--- src/rtl/rpf_pkg.sv ---
package rpf_pkg;

    localparam int STEP_W   = 8;
    localparam int IDX_W    = 3;
    localparam int COLOR_W  = 16;
    localparam int CHAN_W   = 6;                 // widest channel (green)
    localparam int QUO_W    = 6;                 // |diff| * pos / total < 64
    localparam int PROD_W   = CHAN_W + STEP_W;
    localparam int ITER_W   = 3;
    localparam int PAL_SIZE = 7;

    localparam logic [ITER_W-1:0] ITER_LAST   = ITER_W'(QUO_W - 1);
    localparam logic [IDX_W-1:0]  PAL_LAST    = IDX_W'(PAL_SIZE - 1);
    localparam logic [STEP_W-1:0] STEPS_RESET = 8'd32;

    localparam logic [4:0] RED_MASK   = 5'h1F;
    localparam logic [5:0] GREEN_MASK = 6'h3F;
    localparam logic [4:0] BLUE_MASK  = 5'h1F;

    localparam logic [1:0] CH_RED = 2'd0;
    localparam logic [1:0] CH_GRN = 2'd1;
    localparam logic [1:0] CH_BLU = 2'd2;

    typedef logic [COLOR_W-1:0] t_color;

    typedef struct packed {
        logic       load;       // latch item, advance step / index
        logic       mul;        // form |diff| * pos for all channels
        logic       dvd_load;   // seed divider with product of channel ch
        logic       dvd_step;   // one quotient bit
        logic       dvd_store;  // keep quotient of channel ch
        logic [1:0] ch;
        logic       out_load;
    } t_cmd;

    typedef struct packed {
        logic bypass;           // pos >= total: end color, no division
        logic out_free;
    } t_sts;

    function automatic t_color pal_color(input logic [IDX_W-1:0] idx);
        t_color c;
        case (idx)
            3'd0:    c = 16'hF800;
            3'd1:    c = 16'hFC00;
            3'd2:    c = 16'hFFE0;
            3'd3:    c = 16'h07E0;
            3'd4:    c = 16'h001F;
            3'd5:    c = 16'h781F;
            3'd6:    c = 16'hF81F;
            default: c = 16'hF800;
        endcase
        return c;
    endfunction

    function automatic logic [CHAN_W-1:0] chan_get(input t_color c, input logic [1:0] ch);
        logic [CHAN_W-1:0] v;
        case (ch)
            CH_RED:  v = {1'b0, c[15:11] & RED_MASK};
            CH_GRN:  v = c[10:5] & GREEN_MASK;
            default: v = {1'b0, c[4:0] & BLUE_MASK};
        endcase
        return v;
    endfunction

endpackage

--- src/rtl/rpf_run_if.sv ---
interface rpf_run_if;
    logic valid;
    logic ready;
    logic run;

    modport source (output valid, output run, input ready);
    modport sink   (input valid, input run, output ready);
endinterface

--- src/rtl/rpf_color_if.sv ---
interface rpf_color_if;
    logic        valid;
    logic        ready;
    logic [15:0] color;
    logic [2:0]  palette_position;

    modport source (output valid, output color, output palette_position, input ready);
    modport sink   (input valid, input color, input palette_position, output ready);
endinterface

--- src/rtl/rgb565_palette_fader.sv ---
// Channel    Dir  Handshake      Word
// i_run_ch   in   valid/ready    run (1)
// o_color_ch out  valid/ready    color (16), palette_position (3)
// i_cfg_*    in   write enable   steps_per_segment (8)
//
// A word with run set goes through a load, a multiply, then the shared
// restoring divider at one quotient bit per cycle: a divider load and six
// quotient bits for each of the three channels. When step >= steps per
// segment the divider is skipped. Words with run clear are taken and
// dropped. A held result does not block the next word, but that word's
// result then waits, and no further word is taken meanwhile. Reset is
// synchronous: step and palette index go to 0, steps per segment to 32.
module rgb565_palette_fader (
    input  logic               i_clk,
    input  logic               i_rst_n,
    input  logic               i_cfg_we,
    input  logic [7:0]         i_cfg_wdata,
    rpf_run_if.sink            i_run_ch,
    rpf_color_if.source        o_color_ch
);
    import rpf_pkg::*;

    t_cmd cmd;
    t_sts sts;

    rpf_ctrl u_ctrl (
        .i_clk      (i_clk),
        .i_rst_n    (i_rst_n),
        .i_in_valid (i_run_ch.valid),
        .i_in_run   (i_run_ch.run),
        .o_in_ready (i_run_ch.ready),
        .i_sts      (sts),
        .o_cmd      (cmd)
    );

    rpf_datapath u_dp (
        .i_clk       (i_clk),
        .i_rst_n     (i_rst_n),
        .i_cfg_we    (i_cfg_we),
        .i_cfg_wdata (i_cfg_wdata),
        .i_cmd       (cmd),
        .o_sts       (sts),
        .i_out_ready (o_color_ch.ready),
        .o_out_valid (o_color_ch.valid),
        .o_out_color (o_color_ch.color),
        .o_out_pos   (o_color_ch.palette_position)
    );

endmodule

--- src/rtl/rpf_ctrl.sv ---
module rpf_ctrl (
    input  logic          i_clk,
    input  logic          i_rst_n,
    input  logic          i_in_valid,
    input  logic          i_in_run,
    output logic          o_in_ready,
    input  rpf_pkg::t_sts i_sts,
    output rpf_pkg::t_cmd o_cmd
);
    import rpf_pkg::*;

    localparam logic [2:0] S_IDLE = 3'd0;
    localparam logic [2:0] S_MUL  = 3'd1;
    localparam logic [2:0] S_LDV  = 3'd2;
    localparam logic [2:0] S_DIV  = 3'd3;
    localparam logic [2:0] S_OUT  = 3'd4;

    logic [2:0]        r_state, n_state;
    logic [ITER_W-1:0] r_iter, n_iter;
    logic [1:0]        r_ch, n_ch;

    always_comb begin
        n_state    = r_state;
        n_iter     = r_iter;
        n_ch       = r_ch;
        o_cmd      = '0;
        o_cmd.ch   = r_ch;
        o_in_ready = (r_state == S_IDLE);
        unique case (r_state)
            S_IDLE: begin
                // words with run clear are taken and dropped
                if (i_in_valid && i_in_run) begin
                    o_cmd.load = 1'b1;
                    n_state    = S_MUL;
                end
            end
            S_MUL: begin
                o_cmd.mul = 1'b1;
                n_ch      = CH_RED;
                n_state   = i_sts.bypass ? S_OUT : S_LDV;
            end
            S_LDV: begin
                o_cmd.dvd_load = 1'b1;
                n_iter         = '0;
                n_state        = S_DIV;
            end
            S_DIV: begin
                o_cmd.dvd_step = 1'b1;
                n_iter         = r_iter + ITER_W'(1);
                if (r_iter == ITER_LAST) begin
                    o_cmd.dvd_store = 1'b1;
                    if (r_ch == CH_BLU) begin
                        n_state = S_OUT;
                    end else begin
                        n_ch    = r_ch + 2'd1;
                        n_state = S_LDV;
                    end
                end
            end
            S_OUT: begin
                if (i_sts.out_free) begin
                    o_cmd.out_load = 1'b1;
                    n_state        = S_IDLE;
                end
            end
            default: n_state = S_IDLE;
        endcase
    end

    always_ff @(posedge i_clk) begin
        if (!i_rst_n) begin
            r_state <= S_IDLE;
            r_iter  <= '0;
            r_ch    <= CH_RED;
        end else begin
            r_state <= n_state;
            r_iter  <= n_iter;
            r_ch    <= n_ch;
        end
    end

endmodule

--- src/rtl/rpf_datapath.sv ---
module rpf_datapath (
    input  logic                   i_clk,
    input  logic                   i_rst_n,
    input  logic                   i_cfg_we,
    input  logic [7:0]             i_cfg_wdata,
    input  rpf_pkg::t_cmd          i_cmd,
    output rpf_pkg::t_sts          o_sts,
    input  logic                   i_out_ready,
    output logic                   o_out_valid,
    output logic [15:0]            o_out_color,
    output logic [2:0]             o_out_pos
);
    import rpf_pkg::*;

    // configuration and fade state
    logic [STEP_W-1:0] r_steps;
    logic [STEP_W-1:0] r_step_count;
    logic [IDX_W-1:0]  r_pal_idx;

    // latched item
    t_color            r_from, r_to;
    logic [STEP_W-1:0] r_pos, r_total;
    logic [IDX_W-1:0]  r_cur;

    // products and quotients per channel
    logic [PROD_W-1:0] r_prod_r, r_prod_g, r_prod_b;
    logic              r_neg_r, r_neg_g, r_neg_b;
    logic [QUO_W-1:0]  r_q_r, r_q_g, r_q_b;

    // shared divider
    logic [STEP_W-1:0] r_rem;
    logic [QUO_W-1:0]  r_quo;
    logic [QUO_W-1:0]  r_dvd;

    logic              r_out_valid;
    t_color            r_out_color;
    logic [IDX_W-1:0]  r_out_pos;

    logic [IDX_W-1:0]  cur, nxt;
    logic [STEP_W:0]   bumped;
    logic [PROD_W-1:0] prod_sel;
    logic [STEP_W:0]   trial;
    logic              ge;
    logic [STEP_W-1:0] n_rem;
    logic [QUO_W-1:0]  n_quo;
    logic [CHAN_W-1:0] res_r, res_g, res_b;
    t_color            blend;

    assign cur    = (r_pal_idx > PAL_LAST) ? '0 : r_pal_idx;
    assign nxt    = (cur == PAL_LAST) ? '0 : cur + IDX_W'(1);
    assign bumped = {1'b0, r_step_count} + (STEP_W+1)'(1);

    always_comb begin
        case (i_cmd.ch)
            CH_RED:  prod_sel = r_prod_r;
            CH_GRN:  prod_sel = r_prod_g;
            default: prod_sel = r_prod_b;
        endcase
    end

    // restoring step; trial < 2*total, so the remainder fits 8 bits
    assign trial = {r_rem, r_dvd[QUO_W-1]};
    assign ge    = (trial >= {1'b0, r_total});
    assign n_rem = ge ? STEP_W'(trial - {1'b0, r_total}) : trial[STEP_W-1:0];
    assign n_quo = {r_quo[QUO_W-2:0], ge};

    function automatic logic [CHAN_W-1:0] apply(input logic [CHAN_W-1:0] f,
                                                input logic neg,
                                                input logic [QUO_W-1:0] q);
        return neg ? f - CHAN_W'(q) : f + CHAN_W'(q);
    endfunction

    assign res_r = apply(chan_get(r_from, CH_RED), r_neg_r, r_q_r);
    assign res_g = apply(chan_get(r_from, CH_GRN), r_neg_g, r_q_g);
    assign res_b = apply(chan_get(r_from, CH_BLU), r_neg_b, r_q_b);
    assign blend = {res_r[4:0], res_g, res_b[4:0]};

    function automatic logic [CHAN_W:0] mag_neg(input logic [CHAN_W-1:0] f,
                                                input logic [CHAN_W-1:0] t);
        logic neg;
        logic [CHAN_W-1:0] m;
        neg = (t < f);
        m   = neg ? f - t : t - f;
        return {neg, m};
    endfunction

    logic [CHAN_W:0] mn_r, mn_g, mn_b;
    assign mn_r = mag_neg(chan_get(r_from, CH_RED), chan_get(r_to, CH_RED));
    assign mn_g = mag_neg(chan_get(r_from, CH_GRN), chan_get(r_to, CH_GRN));
    assign mn_b = mag_neg(chan_get(r_from, CH_BLU), chan_get(r_to, CH_BLU));

    always_ff @(posedge i_clk) begin
        if (!i_rst_n) begin
            r_steps      <= STEPS_RESET;
            r_step_count <= '0;
            r_pal_idx    <= '0;
            r_out_valid  <= 1'b0;
        end else begin
            if (i_cfg_we) begin
                r_steps <= i_cfg_wdata;
            end
            if (i_cmd.load) begin
                if (bumped >= {1'b0, r_steps}) begin
                    r_step_count <= '0;
                    r_pal_idx    <= nxt;
                end else begin
                    r_step_count <= bumped[STEP_W-1:0];
                end
            end
            if (i_cmd.out_load) begin
                r_out_valid <= 1'b1;
            end else if (i_out_ready) begin
                r_out_valid <= 1'b0;
            end
        end
    end

    always_ff @(posedge i_clk) begin
        if (i_cmd.load) begin
            r_from  <= pal_color(cur);
            r_to    <= pal_color(nxt);
            r_pos   <= r_step_count;
            r_total <= r_steps;
            r_cur   <= cur;
        end
        if (i_cmd.mul) begin
            r_neg_r  <= mn_r[CHAN_W];
            r_neg_g  <= mn_g[CHAN_W];
            r_neg_b  <= mn_b[CHAN_W];
            r_prod_r <= mn_r[CHAN_W-1:0] * r_pos;
            r_prod_g <= mn_g[CHAN_W-1:0] * r_pos;
            r_prod_b <= mn_b[CHAN_W-1:0] * r_pos;
        end
        // product < total * 64, so its upper bits already sit below total
        if (i_cmd.dvd_load) begin
            r_rem <= prod_sel[PROD_W-1:QUO_W];
            r_dvd <= prod_sel[QUO_W-1:0];
            r_quo <= '0;
        end else if (i_cmd.dvd_step) begin
            r_rem <= n_rem;
            r_dvd <= {r_dvd[QUO_W-2:0], 1'b0};
            r_quo <= n_quo;
        end
        if (i_cmd.dvd_store) begin
            case (i_cmd.ch)
                CH_RED:  r_q_r <= n_quo;
                CH_GRN:  r_q_g <= n_quo;
                default: r_q_b <= n_quo;
            endcase
        end
        if (i_cmd.out_load) begin
            r_out_color <= o_sts.bypass ? r_to : blend;
            r_out_pos   <= r_cur;
        end
    end

    assign o_sts.bypass   = (r_pos >= r_total);
    assign o_sts.out_free = !r_out_valid || i_out_ready;

    assign o_out_valid = r_out_valid;
    assign o_out_color = r_out_color;
    assign o_out_pos   = r_out_pos;

endmodule

--- src/flat_wrapper.sv ---
// flat-port wrapper written by rule: the top's interface ports become plain ports
module rgb565_palette_fader_flat import rpf_pkg::*;
  (i_clk, i_rst_n, i_cfg_we, i_cfg_wdata, i_run_ch_valid, i_run_ch_run, i_run_ch_ready, o_color_ch_valid, o_color_ch_color, o_color_ch_palette_position, o_color_ch_ready);
  rpf_run_if i_run_ch_i ();
  rpf_color_if o_color_ch_i ();
  input  logic i_clk;
  input  logic i_rst_n;
  input  logic i_cfg_we;
  input  logic [7:0] i_cfg_wdata;
  input wire logic [$bits(i_run_ch_i.valid)-1:0] i_run_ch_valid;
  input wire logic [$bits(i_run_ch_i.run)-1:0] i_run_ch_run;
  output wire logic [$bits(i_run_ch_i.ready)-1:0] i_run_ch_ready;
  output wire logic [$bits(o_color_ch_i.valid)-1:0] o_color_ch_valid;
  output wire logic [$bits(o_color_ch_i.color)-1:0] o_color_ch_color;
  output wire logic [$bits(o_color_ch_i.palette_position)-1:0] o_color_ch_palette_position;
  input wire logic [$bits(o_color_ch_i.ready)-1:0] o_color_ch_ready;
  assign i_run_ch_i.valid = i_run_ch_valid;
  assign i_run_ch_i.run = i_run_ch_run;
  assign i_run_ch_ready = i_run_ch_i.ready;
  assign o_color_ch_valid = o_color_ch_i.valid;
  assign o_color_ch_color = o_color_ch_i.color;
  assign o_color_ch_palette_position = o_color_ch_i.palette_position;
  assign o_color_ch_i.ready = o_color_ch_ready;
  rgb565_palette_fader u_core (.i_clk(i_clk), .i_rst_n(i_rst_n), .i_cfg_we(i_cfg_we), .i_cfg_wdata(i_cfg_wdata), .i_run_ch(i_run_ch_i), .o_color_ch(o_color_ch_i));
endmodule
--- config.mk ---
export PLATFORM = sky130hd
export DESIGN_NAME = rgb565_palette_fader_flat
export DESIGN_NICKNAME = d
export VERILOG_FILES = /design/src/rtl/rpf_pkg.sv /design/src/rtl/rpf_run_if.sv /design/src/rtl/rpf_color_if.sv /design/src/rtl/rgb565_palette_fader.sv /design/src/rtl/rpf_ctrl.sv /design/src/rtl/rpf_datapath.sv /design/src/flat_wrapper.sv
export SDC_FILE = /design/constraint.sdc
export NUM_CORES = 1
export LEC_CHECK = 0
export ABC_AREA = 0
export BUFFER_PORTS_ARGS = -buffer_cell sky130_fd_sc_hd__clkbuf_2
export CAP_MARGIN = 20
export CORE_MARGIN = 2
export CORE_UTILIZATION = 64
export CTS_CLUSTER_SIZE = 24
export DETAILED_ROUTE_END_ITERATION = 6
export GPL_TIMING_DRIVEN = 0
export PLACE_DENSITY = 0.83
export RECOVER_POWER = 50
export SLEW_MARGIN = 20
export SYNTH_ARGS = -nofsm -noshare
export SYNTH_HDL_FRONTEND = slang
export SYNTH_SLANG_ARGS = --single-unit
--- constraint.sdc ---
create_clock -name i_clk -period 6.6 [get_ports i_clk]
set_input_delay 0.33 -clock i_clk [delete_from_list [all_inputs] [get_ports i_clk]]
set_output_delay 0.33 -clock i_clk [all_outputs]
set_load 0.005 [all_outputs]
Word level (Yosys, flattened, before mapping)
Cells that the tools add are included.
- word-level logic and storage cells: 131
- input bits: 14
- output and inout port bits: 21
- register bits after elaboration: 178
- equal/unequal tests: 23
- add/sub/neg operators: 17
- multiplexer cells: 38
- magnitude comparators: 7
- multipliers: 3
- reductions and logical operators: 16
- bitwise logic cells: 1
- operators by type and width (cell ; count):
    case mux 16 bit (6 select lines) ; 2
    multiplier 6 x 8 -> 14 bit ; 3
    2-to-1 mux 6 bit ; 6
    2-to-1 mux 8 bit ; 4
    case mux 14 bit (2 select lines) ; 1
    == test 3 bit, second input constant ; 8
    subtractor 5 x 5 -> 6 bit ; 4
    2-to-1 mux 3 bit ; 7
    == test 3 x 2 -> 1 bit, second input constant ; 6
    greater-or-equal comparator 9 x 8 -> 1 bit ; 2
    subtractor 6 bit ; 3
    2-to-1 mux 16 bit ; 1
    case mux 3 bit (5 select lines) ; 1
    adder 5 bit ; 2
    less-than comparator 5 bit ; 2
    2-to-1 mux 5 bit ; 2
    subtractor 5 bit ; 2
    adder 8 x 1 -> 9 bit, second input constant ; 1
    == test 3 x 1 -> 1 bit, second input constant ; 3
    2-to-1 mux 1 bit ; 9
    greater-or-equal comparator 8 bit ; 1
    AND reduction 2 bit ; 4
    nonzero test 2 bit ; 4
    subtractor 8 bit ; 1
    other kinds (20) ; 26

Logic depth before layout (Yosys ltp)
Gate-level depths: netlist of run 1.
- word-level depth: 6
- mapped depth: 21
- mapped depth without buffers: 21

Hierarchy
From an unflattened synthesis of run 1, not the netlist that was laid out.
- cell total of the unflattened synthesis: 1123
- area total of the unflattened synthesis: 11901.4 um^2
- by module, submodules not included (module ; instances ; cells each ; sequential area each (um^2) ; area an instance (um^2)):
    rpf_datapath ; 1 ; 1066 ; 4194.0 ; 11439.7
    rpf_ctrl ; 1 ; 57 ; 160.2 ; 461.7

Worst setup path after synthesis of run 1
Ideal clock, no wire load.
- path kind: reg-to-reg
- start point: register u_core.u_dp.r_from[14]
- end point: register u_core.u_dp.r_prod_r[13], data pin
- data arrival time: 5.338 ns
- path buffers: 0
- clock period less this slack: 5.477 ns
- required time: 6.460 ns
- slack: 1.123 ns
- cell stages (with the launch flop): 19
- library setup time: 0.140 ns
- path through: edfxtp_1 -> inv_1 -> ha_1 -> o21a_1 -> nor2_1 -> mux2i_1 -> xor2_1 -> and2_1 -> fa_1 -> fa_1 -> inv_1 -> fa_1 -> inv_1 -> ha_1 -> nor2b_1 -> o31a_1 -> or4_4 -> a2111oi_2 -> nand4bb_1
- cells in the longest elaborated chain, start to end: 3
- elaborated cells between the ends (all ways): 5
- those cells by class: add/sub: 2; mul: 1; order compare: 1; mux: 1
- RTL lines (element ; line ; source):
    start: declaration ; rpf_datapath.sv:21 ; t_color r_from, r_to;
    start signal: assignment ; rpf_datapath.sv:120 ; r_from <= pal_color(cur);
    less-than comparator 5 bit ; rpf_datapath.sv:82 ; neg = (t < f);
    via u_core.u_dp.mn_r[6] ; rpf_datapath.sv:87 ; logic [CHAN_W:0] mn_r, mn_g, mn_b;
    2-to-1 mux 6 bit ; rpf_datapath.sv:83 ; m = neg ? f - t : t - f;
    multiplier 6 x 8 -> 14 bit ; rpf_datapath.sv:130 ; r_prod_r <= mn_r[CHAN_W-1:0] * r_pos;
    end signal: assignment ; rpf_datapath.sv:130 ;
    end: declaration ; rpf_datapath.sv:26 ; logic [PROD_W-1:0] r_prod_r, r_prod_g, r_prod_b;
The timed path passes the listed nets, and every way through them passes these cells.
A chain may end at the register's enable or synchronous reset.

Worst setup path in the final report of run 1
- start point: register u_core.u_dp.r_from[9]
- end point: register u_core.u_dp.r_prod_g[12], data pin
- cells in the longest elaborated chain, start to end: 3
- elaborated cells between the ends (all ways): 5
- those cells by class: add/sub: 2; mul: 1; order compare: 1; mux: 1
- RTL lines (element ; line ; source):
    less-than comparator 6 bit ; rpf_datapath.sv:82 ;
    via u_core.u_dp.mn_g[6] ; rpf_datapath.sv:87 ;
    2-to-1 mux 6 bit ; rpf_datapath.sv:83 ;
    multiplier 6 x 8 -> 14 bit ; rpf_datapath.sv:131 ; r_prod_g <= mn_g[CHAN_W-1:0] * r_pos;
    end signal: assignment ; rpf_datapath.sv:131 ;
    end: declaration ; rpf_datapath.sv:26 ;
The timed path passes the listed nets, and every way through them passes these cells.

==> impl_metrics.tcl, run 1 <==
set metrics [dict create \
    max_freq_ghz 0.160 \
    fp.coreArea_um2 18000 \
    start_util_pct 65.1 \
    ant_nets 0 \
    port_buffers 32 \
    path_class "reg2reg" \
    netlist_area_um2 11700 \
    cts_sinks 156 \
    cts_buffers 17 \
    grt_use_met1_pct 34.0 \
    grt_max_degree 38 \
    status "finished clean" \
    grt_usage_pct 26.4 \
    ir_drop_mv 0.239 \
    endpoint_kind "flip-flop" \
    synth.area.top_cells "edfxtp_1, fa_1, ha_1" \
    vias_per_cell 5.79 \
    drive_gt1_share_pct 7.21 \
    rsz0062_at_grt "false" \
    skew_ns 0.0104 \
    hold_buffers 0 \
    synthCells 1123 \
    path_max_fanout 9 \
    diodes 0 \
    cts_buffer_depth 2 \
    fin_crit_ns 6.27 \
    synth_edf_count 123 \
    grt_pass1_vias 8420 \
    htreeDepth 4 \
    dr_total_vias 8236 \
    syn_to_final_growth_pct 8.91 \
    finalPower_mw 2.60 \
    wire_per_inst_um 17.2 \
    synth.largest_area_cell "edfxtp_1" \
    crit_path_start_kind "flip-flop" \
    dpl.hpwl_um 18400 \
    synth.net_count 1342 \
    drtIter0Drc 587 \
    dieWidth_um 139 \
    layout.nets 1399 \
    report.final.hold_viol_count 0 \
    overflow 0 \
    ioPinCount 35 \
    synth_top_area_share_pct 31.6 \
    min-delay-path-class "in2reg" \
    worst_pin_slew_ns 0.971 \
    ys_async_sr_fraction_pct 0 \
    cts_root_buffer "clkbuf_16" \
    arrival_ns 6.45 \
    power.leakage_nw 5.83 \
    synth-seq-cells 156 \
    antenna_found_initial 0 \
    cap_violations 0 \
    use_met2_pct 44.3 \
    setup-violations-final 0 \
    drv_slew 0 \
    die_y_um 139 \
    ys_seq_area_share_pct 37.2 \
    first_pass_iters 7 \
    p_per_area_nw_per_um2 204 \
    drt_wl_total_um 24500 \
    yosysWarnings 0 \
    post-route-period-util_pct 94.9 \
    setup_tns_ns 0 \
    grt_pass1_wl_um 40500 \
    syn_avg_cell_area_um2 10.4 \
    critPathRequiredTime_ns 6.78 \
    routabilityCongestion 0.844 \
    drc 0 \
    maxSlewHeadroom_pct 35.3 \
    rows 49 \
    cts_tree "built" \
    clkTransAtPathRegs_ns 0.06 \
    busiest_layer "met2" \
    ctsResizeCount 0 \
    die_area_um2 19400 \
    insertion_delay_ns 0.44 \
    n_fill_cell 1309 \
    post-cts-setup-buffers 0 \
    ys_types 68 \
    synth_ff_type "edfxtp_1" \
    use_met3_pct 5.71 \
]
## final cells by class
cell class	count	area, um^2	share of cell area, %
inverters	180	677	5.31
well taps	229	287	2.25
multi-input cells	761	6580	51.6
clock inverters	15	141	1.11
plain buffers	26	105	0.825
repair buffers	38	178	1.39
clock buffers	17	425	3.34
flip-flops and latches	156	4350	34.2
## cell families (layout without fill, tap and decap cells)
group / count (synthesis) / count (layout) / synth area share [%]
AO/OA/AOI/OAI: 192 / 192 / 10.5
buffers and inverters: 206 / 276 / 6.68
adder cells (fa/ha/maj): 205 / 205 / 27.0
flip-flops: 156 / 156 / 37.2
AND/OR/NAND/NOR: 278 / 278 / 11.9
XOR/XNOR: 62 / 62 / 4.64
multiplexers: 24 / 24 / 2.08
## metrics by stage
| stage | cells | area [um^2] | worst slack, ns | hold WS [ns] | util (%) |
|---|---|---|---|---|---|
| after floorplan | 1123 | 11700 | 1.12 | 0.400 | - |
| after global placement | 1384 | 12100 | 0.118 | 0.402 | 67.6 |
| after detailed placement | 1390 | 12200 | 0.281 | 0.406 | 68.0 |
| after CTS | 1422 | 12800 | 0.219 | 0.112 | 71.1 |
| after global routing | 1422 | 12700 | 0.0232 | 0.110 | 70.9 |
| final | 1422 | 12700 | 0.334 | 0.125 | 70.9 |
## synth_stat cells (all sizes together) (19+ instances only)
| cell | number |
|---|---|
| dfxtp | 33 |
| fa | 79 |
| ha | 126 |
| inv | 177 |
| nor2b | 21 |
| nor2 | 63 |
| and2 | 23 |
| nand2 | 82 |
| mux2i | 21 |
| nand2b | 23 |
| xor2 | 19 |
| edfxtp | 123 |
| xnor2 | 43 |
| o21ai | 38 |
| clkbuf | 21 |
| a21oi | 67 |
## registers in the layout, summed over array words and instances, names as in the netlist, 6 cells and up
register                  count
u_core.u_dp.r_q_g             6
u_core.u_dp.o_out_color      16
u_core.u_dp.r_dvd             6
u_core.u_dp.r_steps           8
u_core.u_dp.r_rem             8
u_core.u_dp.r_step_count      8
u_core.u_dp.r_prod_r         14
u_core.u_dp.r_prod_g         14
u_core.u_dp.r_pos             8
u_core.u_dp.r_total           8
u_core.u_dp.r_prod_b         14
## layer usage
layer	up-vias	part of all wire, %
met5	-	0
met4	0	2.8
met3	58	5.8
met2	263	49
met1	4000	42
li1	3915	-
## layout by cell type, fill, tap and decap left out, types with 3 or more instances in the layout
| master | count |
|---|---|
| inv_1 | 177 |
| ha_1 | 126 |
| edfxtp_1 | 123 |
| nand2_1 | 82 |
| fa_1 | 79 |
| a21oi_1 | 66 |
| nor2_1 | 62 |
| xnor2_1 | 43 |
| o21ai_0 | 35 |
| dfxtp_1 | 33 |
| clkbuf_1 | 32 |
| clkbuf_2 | 28 |
| nand2b_1 | 23 |
| and2_1 | 23 |
| mux2i_1 | 21 |
| nor2b_1 | 20 |
| xor2_1 | 18 |
| clkbuf_16 | 17 |
| nor3_1 | 16 |
| a21o_1 | 16 |
| nand3_1 | 15 |
| a22oi_1 | 10 |
| a31oi_1 | 9 |
| and3_1 | 8 |
| o21a_1 | 8 |
| o21bai_1 | 7 |
| nand3b_1 | 7 |
| o211ai_1 | 6 |
| a22o_1 | 5 |
| clkinv_2 | 4 |
| a211oi_1 | 4 |
| clkinvlp_4 | 4 |
| a2111oi_0 | 3 |
| mux2_2 | 3 |
| a31o_2 | 3 |
| buf_2 | 3 |
| or3_1 | 3 |
| inv_6 | 3 |
## worst paths after layout
kind	start	endpoint	slack (ns)	cells after the start
setup / recovery	u_core.u_dp.r_from[9]$_DFFE_PP_	u_core.u_dp.r_prod_g[12]$_DFFE_PN_	0.33	20
hold / removal	i_cfg_wdata[5]	u_core.u_dp.r_steps[5]$_SDFFE_PN1P_	0.12	3
setup reg to reg	u_core.u_dp.r_from[9]$_DFFE_PP_	u_core.u_dp.r_prod_g[12]$_DFFE_PN_	0.33	20
hold reg to reg	u_core.u_dp.r_cur[1]$_DFFE_PP_	u_core.u_dp.o_out_pos[1]$_DFFE_PP_	0.43	0
## power by group
part	switching, mW	leakage (nW)	internal [mW]	total (mW)
Combinational	0.295	4.18	0.202	0.497
Clock	0.427	0.270	0.525	0.952
Sequential	0.0242	1.37	1.13	1.15
## critical path: stages, from the launching register on
cell and delay, ns:
edfxtp_1 0.58, inv_1 0.17, ha_1 0.50, a21o_1 0.22
a21oi_1 0.29, mux2i_1 0.26, xor2_1 0.66, nand2_1 0.18
fa_1 0.57, inv_1 0.05, fa_1 0.52, inv_1 0.05
fa_1 0.53, inv_1 0.04, ha_1 0.32, a211o_1 0.30
nor2_1 0.09, o21ai_0 0.14, a31o_2 0.26, a21oi_1 0.18
xnor2_1 0.08
Power figures use the tool's default switching activity.
==> run 2, diff against run 1 <==
- ABC_AREA: 0 -> 1
- SYNTH_HIERARCHICAL: default -> 1
==> impl_metrics.tcl, run 2 <==
set metrics [dict create \
    largest_reg_flops 16 \
    cap_violations 2 \
    dr_total_vias 9210 \
    synth_top_area_share_pct 30.4 \
    synthCells 1338 \
    netlist_area_um2 12100 \
    synth_edf_count 123 \
    p_per_area_nw_per_um2 266 \
    antenna_found_initial 0 \
    insertion_delay_ns 0.42 \
    wire_per_inst_um 16.0 \
    path_class "reg2reg" \
    cts_root_buffer "clkbuf_16" \
    rows 50 \
    dpl.hpwl_um 20400 \
    setup_tns_ns 0 \
    synthTopCellsByCount "inv_1, nand2_1, ha_1" \
    overflow 0 \
    post-cts-setup-buffers 0 \
    power.leakage_nw 6.33 \
    hold_ws_ns 0.135 \
    dieWidth_um 142 \
    fp.coreArea_um2 18600 \
    start_util_pct 65.2 \
    syn_avg_cell_area_um2 9.08 \
    drtIter0Drc 739 \
    final_common_cell "inv_1" \
    finalPower_mw 3.49 \
    drc 0 \
    synth.largest_area_cell "edfxtp_1" \
    fin_crit_ns 5.73 \
    synth-seq-cells 156 \
    grt_pass1_vias 9076 \
    ys_seq_area_share_pct 35.8 \
    setup-violations-final 0 \
    vias_per_cell 5.61 \
    arrival_ns 5.90 \
    grt_max_degree 47 \
    port_buffers 34 \
    worst_pin_slew_ns 1.89 \
    crit_path_start_kind "flip-flop" \
    max_freq_ghz 0.175 \
    synth.area.top_cells "edfxtp_1, fa_1, ha_1" \
    yosysWarnings 6 \
    ir_drop_mv 0.185 \
    ctsResizeCount 0 \
    diodes 0 \
    layout.nets 1617 \
    grt_usage_pct 27.4 \
    critPathRequiredTime_ns 6.77 \
    htreeDepth 4 \
    ant_nets 0 \
    hold_buffers 0 \
    grt_pass1_wl_um 43200 \
    path_max_fanout 9 \
    status "finished, violations left" \
    final_cell_mix "inv_1, nand2_1, ha_1" \
    clkTransAtPathRegs_ns 0.07 \
    endpoint_kind "flip-flop" \
    routabilityCongestion 0.914 \
    report.final.hold_viol_count 0 \
    synth.net_count 1561 \
    skew_ns 0.00841 \
    yosysMostFrequentCell "inv_1" \
    rsz0062_at_grt "false" \
    cts_sinks 156 \
    cts_tree "built" \
    drt_wl_total_um 26200 \
    die_y_um 142 \
    ioPinCount 35 \
    cts_buffer_depth 2 \
    die_area_um2 20100 \
    ys_async_sr_fraction_pct 0 \
    min-delay-path-class "in2reg" \
    post-route-period-util_pct 86.8 \
    cts_buffers 17 \
    synth_ff_type "edfxtp_1" \
    n_fill_cell 1383 \
    ys_types 53 \
    first_pass_iters 6 \
    syn_to_final_growth_pct 7.89 \
    violations "max-capacitance violations, max-slew violations" \
    maxSlewHeadroom_pct -26.1 \
    drv_slew 76 \
    drive_gt1_share_pct 5.69 \
]
[run 2: changes by cell type after synthesis, moves of 13 or more]
cell / change
nand3_1: +50
nand4_1: +18
clkbuf_1: -13
nor2_1: +52
mux2i_1: -21
xnor2_1: -22
inv_1: +91
nor2b_1: -20
and2_1: -22
nand2b_1: -23
nand2_1: +164
o21ai_0: +13
[run 2: cells by family after synthesis]
family,after synthesis,share of synthesized area [%]
XOR/XNOR,49,3.53
flip-flops,156,35.8
buffers and inverters,288,9.01
AO/OA/AOI/OAI,150,7.26
AND/OR/NAND/NOR,485,17.6
adder cells (fa/ha/maj),209,26.6
multiplexers,1,0.185
[run 2: worst paths after layout]
check                                                 startpoint                                   to  slack (ns)  cells after the start
worst max-delay path            u_core/u_dp/r_from[14]$_DFFE_PP_   u_core/u_dp/r_prod_r[10]$_DFFE_PP_        0.87                     21
worst min-delay path                              i_cfg_wdata[5]  u_core/u_dp/r_steps[5]$_SDFFE_PN1P_        0.13                      3
worst max register to register  u_core/u_dp/r_from[14]$_DFFE_PP_   u_core/u_dp/r_prod_r[10]$_DFFE_PP_        0.87                     21
worst min register to register    u_core/u_dp/r_cur[0]$_DFFE_PP_   u_core/u_dp/o_out_pos[0]$_DFFE_PP_        0.42                      0
[run 2: layer usage]
metal | up-vias | share of wire, % | track usage, %
met1 | 4366 | 41 | 34.3
met5 | - | 0 | 0
met2 | 354 | 49 | 47.5
met3 | 63 | 6.3 | 4.79
li1 | 4427 | - | -
met4 | 0 | 4.0 | 10.7
[run 2: critical path, cell delays in order (launching register included)]
cell and delay, ns:
edfxtp_1 0.62, inv_1 0.17, ha_1 0.33, clkbuf_1 0.23
nand2_1 0.15, inv_1 0.05, nor2_1 0.31, mux2i_4 0.44
nor2_1 0.12, inv_1 0.15, fa_1 0.46, fa_1 0.52
fa_1 0.55, inv_1 0.04, ha_1 0.37, a21o_1 0.20
a31oi_1 0.24, o21ai_0 0.23, nand3_1 0.14, nand2_1 0.06
nand2_1 0.05, nand2_1 0.06
[run 2: power by group]
| part | internal, mW | leakage [nW] | switching [mW] |
|---|---|---|---|
| sequential | 1.23 | 1.40 | 0.0586 |
| combinational | 0.446 | 4.64 | 0.770 |
| clock | 0.567 | 0.287 | 0.419 |
[run 2: stage by stage]
| step | setup WS (ns) | cells | area, um^2 | util [%] |
|---|---|---|---|---|
| after floorplan | 1.59 | 1338 | 12100 | - |
| after CTS | 0.997 | 1641 | 13200 | 71.0 |
| after global placement | 1.15 | 1606 | 12600 | 67.6 |
| final | 0.872 | 1641 | 13100 | 70.3 |
| after detailed placement | 1.04 | 1609 | 12700 | 67.9 |
| after global routing | 0.377 | 1641 | 13100 | 70.3 |
[run 2: layout make-up]
class                      instances  area (um^2)  share of cell area (%)
clock inverter                    14          159                    1.21
inverter                         274         1030                    7.85
clock buffer                      18          429                    3.27
sequential                       156         4350                    33.2
tap                              234          293                    2.23
multi-input combinational        894         6620                    50.5
timing repair buffer              37          161                    1.23
buffer                            14         63.8                   0.487
==> run 3, diff against run 2 <==
==> constraint.sdc (replaced) <==
create_clock -name i_clk -period 6.6 [get_ports i_clk]
set_input_delay 0 -clock i_clk [delete_from_list [all_inputs] [get_ports i_clk]]
set_output_delay 0 -clock i_clk [all_outputs]
set_load 0.005 [all_outputs]
==> impl_metrics.tcl, run 3 (synthesis results as in run 2) <==
set metrics [dict create \
    ant_nets 0 \
    vias_per_cell 5.63 \
    syn_to_final_growth_pct 9.22 \
    port_buffers 34 \
    violations "max-capacitance violations, max-slew violations" \
    wire_per_inst_um 16.3 \
    drv_slew 76 \
    fin_crit_ns 5.74 \
    insertion_delay_ns 0.42 \
    htreeDepth 4 \
    dr_total_vias 9337 \
    clkTransAtPathRegs_ns 0.07 \
    drtIter0Drc 719 \
    min-delay-path-class "in2reg" \
    diodes 0 \
    fp.coreArea_um2 18600 \
    die_area_um2 20100 \
    arrival_ns 5.91 \
    rows 50 \
    ioPinCount 35 \
    drive_gt1_share_pct 5.69 \
    ir_drop_mv 0.183 \
    layout.nets 1633 \
    report.final.hold_viol_count 0 \
    antenna_found_initial 0 \
    dieWidth_um 142 \
    maxSlewHeadroom_pct -25.7 \
    routabilityCongestion 0.914 \
    rsz0062_at_grt "false" \
    status "finished, violations left" \
    ctsResizeCount 0 \
    post-route-period-util_pct 87.0 \
    path_max_fanout 9 \
    setup-violations-final 0 \
    grt_usage_pct 28.3 \
    max_freq_ghz 0.174 \
    drc 0 \
    post-cts-setup-buffers 0 \
    critPathRequiredTime_ns 6.77 \
    die_y_um 142 \
    dpl.hpwl_um 20400 \
    setup_tns_ns 0 \
    grt_pass1_wl_um 44400 \
    final_cell_mix "inv_1, nand2_1, ha_1" \
    overflow 0 \
    endpoint_kind "flip-flop" \
    drt_wl_total_um 27100 \
    power.leakage_nw 6.40 \
    cts_buffer_depth 2 \
    start_util_pct 65.2 \
    hold_ws_ns 0.0482 \
    cts_root_buffer "clkbuf_16" \
    first_pass_iters 5 \
    cts_sinks 156 \
    cap_violations 2 \
    crit_path_start_kind "flip-flop" \
    grt_max_degree 47 \
    skew_ns 0.00931 \
    worst_pin_slew_ns 1.88 \
    final_common_cell "inv_1" \
    p_per_area_nw_per_um2 264 \
    largest_reg_flops 16 \
    cts_tree "built" \
    grt_pass1_vias 9286 \
    cts_buffers 17 \
    path_class "reg2reg" \
]
==> run 3: cell types whose count changed in the layout (fill, tap and decap cells not counted), sizes merged <==
cell         change
dlygate4sd3     +16
==> run 3: final cells by class <==
type	count	area (um^2)
multi-input combinational	894	6620
fill	1339	5380
sequential	156	4350
inverter	274	1030
clock buffer	18	429
timing repair buffer	53	323
tap	234	293
clock inverter	14	159
buffer	14	63.8
==> run 3: metrics by stage <==
stage               utilization (%)  power (mW)  worst slack [ns]  std cells  cell area, um^2
finish                         71.2        3.50             0.858       1657            13300
global route                   71.2        3.73             0.375       1657            13300
CTS                            71.9        3.51             0.997       1657            13400
detailed placement             67.9        2.51              1.04       1609            12700
global placement               67.6        2.45              1.15       1606            12600
floorplan                         -        2.21              1.59       1338            12100
==> run 3: timing repair <==
| item | CTS | global route |
|---|---|---|
| endpoints found under the hold margin | 11 | 0 |
| hold buffers | 16 | 0 |
| endpoints found under the setup margin | 0 | 0 |
==> run 3: worst max-delay path, stage by stage (launching register included) <==
cell and delay, ns:
edfxtp_1 0.63, inv_1 0.18, ha_1 0.33, clkbuf_1 0.23, nand2_1 0.14, inv_1 0.05
nor2_1 0.31, mux2i_4 0.44, nor2_1 0.12, inv_1 0.15, fa_1 0.46, fa_1 0.53
fa_1 0.54, inv_1 0.04, ha_1 0.37, a21o_1 0.20, a31oi_1 0.24, o21ai_0 0.22
nand3_1 0.14, nand2_1 0.06, nand2_1 0.05, nand2_1 0.06
==> run 3: final timing paths <==
check                                                       from                                 end  slack [ns]  depth (start not counted)
worst max-delay path            u_core/u_dp/r_from[14]$_DFFE_PP_  u_core/u_dp/r_prod_r[10]$_DFFE_PP_        0.86                         21
worst min-delay path                                i_run_ch_run     u_core/u_dp/r_from[4]$_DFFE_PP_        0.05                          3
worst max register to register  u_core/u_dp/r_from[14]$_DFFE_PP_  u_core/u_dp/r_prod_r[10]$_DFFE_PP_        0.86                         21
worst min register to register    u_core/u_dp/r_cur[0]$_DFFE_PP_  u_core/u_dp/o_out_pos[0]$_DFFE_PP_        0.42                          0
==> run 3: power by group <==
group / switching, mW / leakage, nW / internal [mW]
clock: 0.421 / 0.287 / 0.567
combinational: 0.776 / 4.71 / 0.453
sequential: 0.0598 / 1.40 / 1.23
total: 1.26 / 6.40 / 2.25
==> run 3: metal layers <==
layer | GRT usage [%] | up-vias | routed length (um)
li1 | - | 4457 | -
met1 | 35.2 | 4428 | 10900
met2 | 48.5 | 391 | 13300
met3 | 4.96 | 61 | 1760
met4 | 12.6 | 0 | 1170
met5 | 0 | - | 0
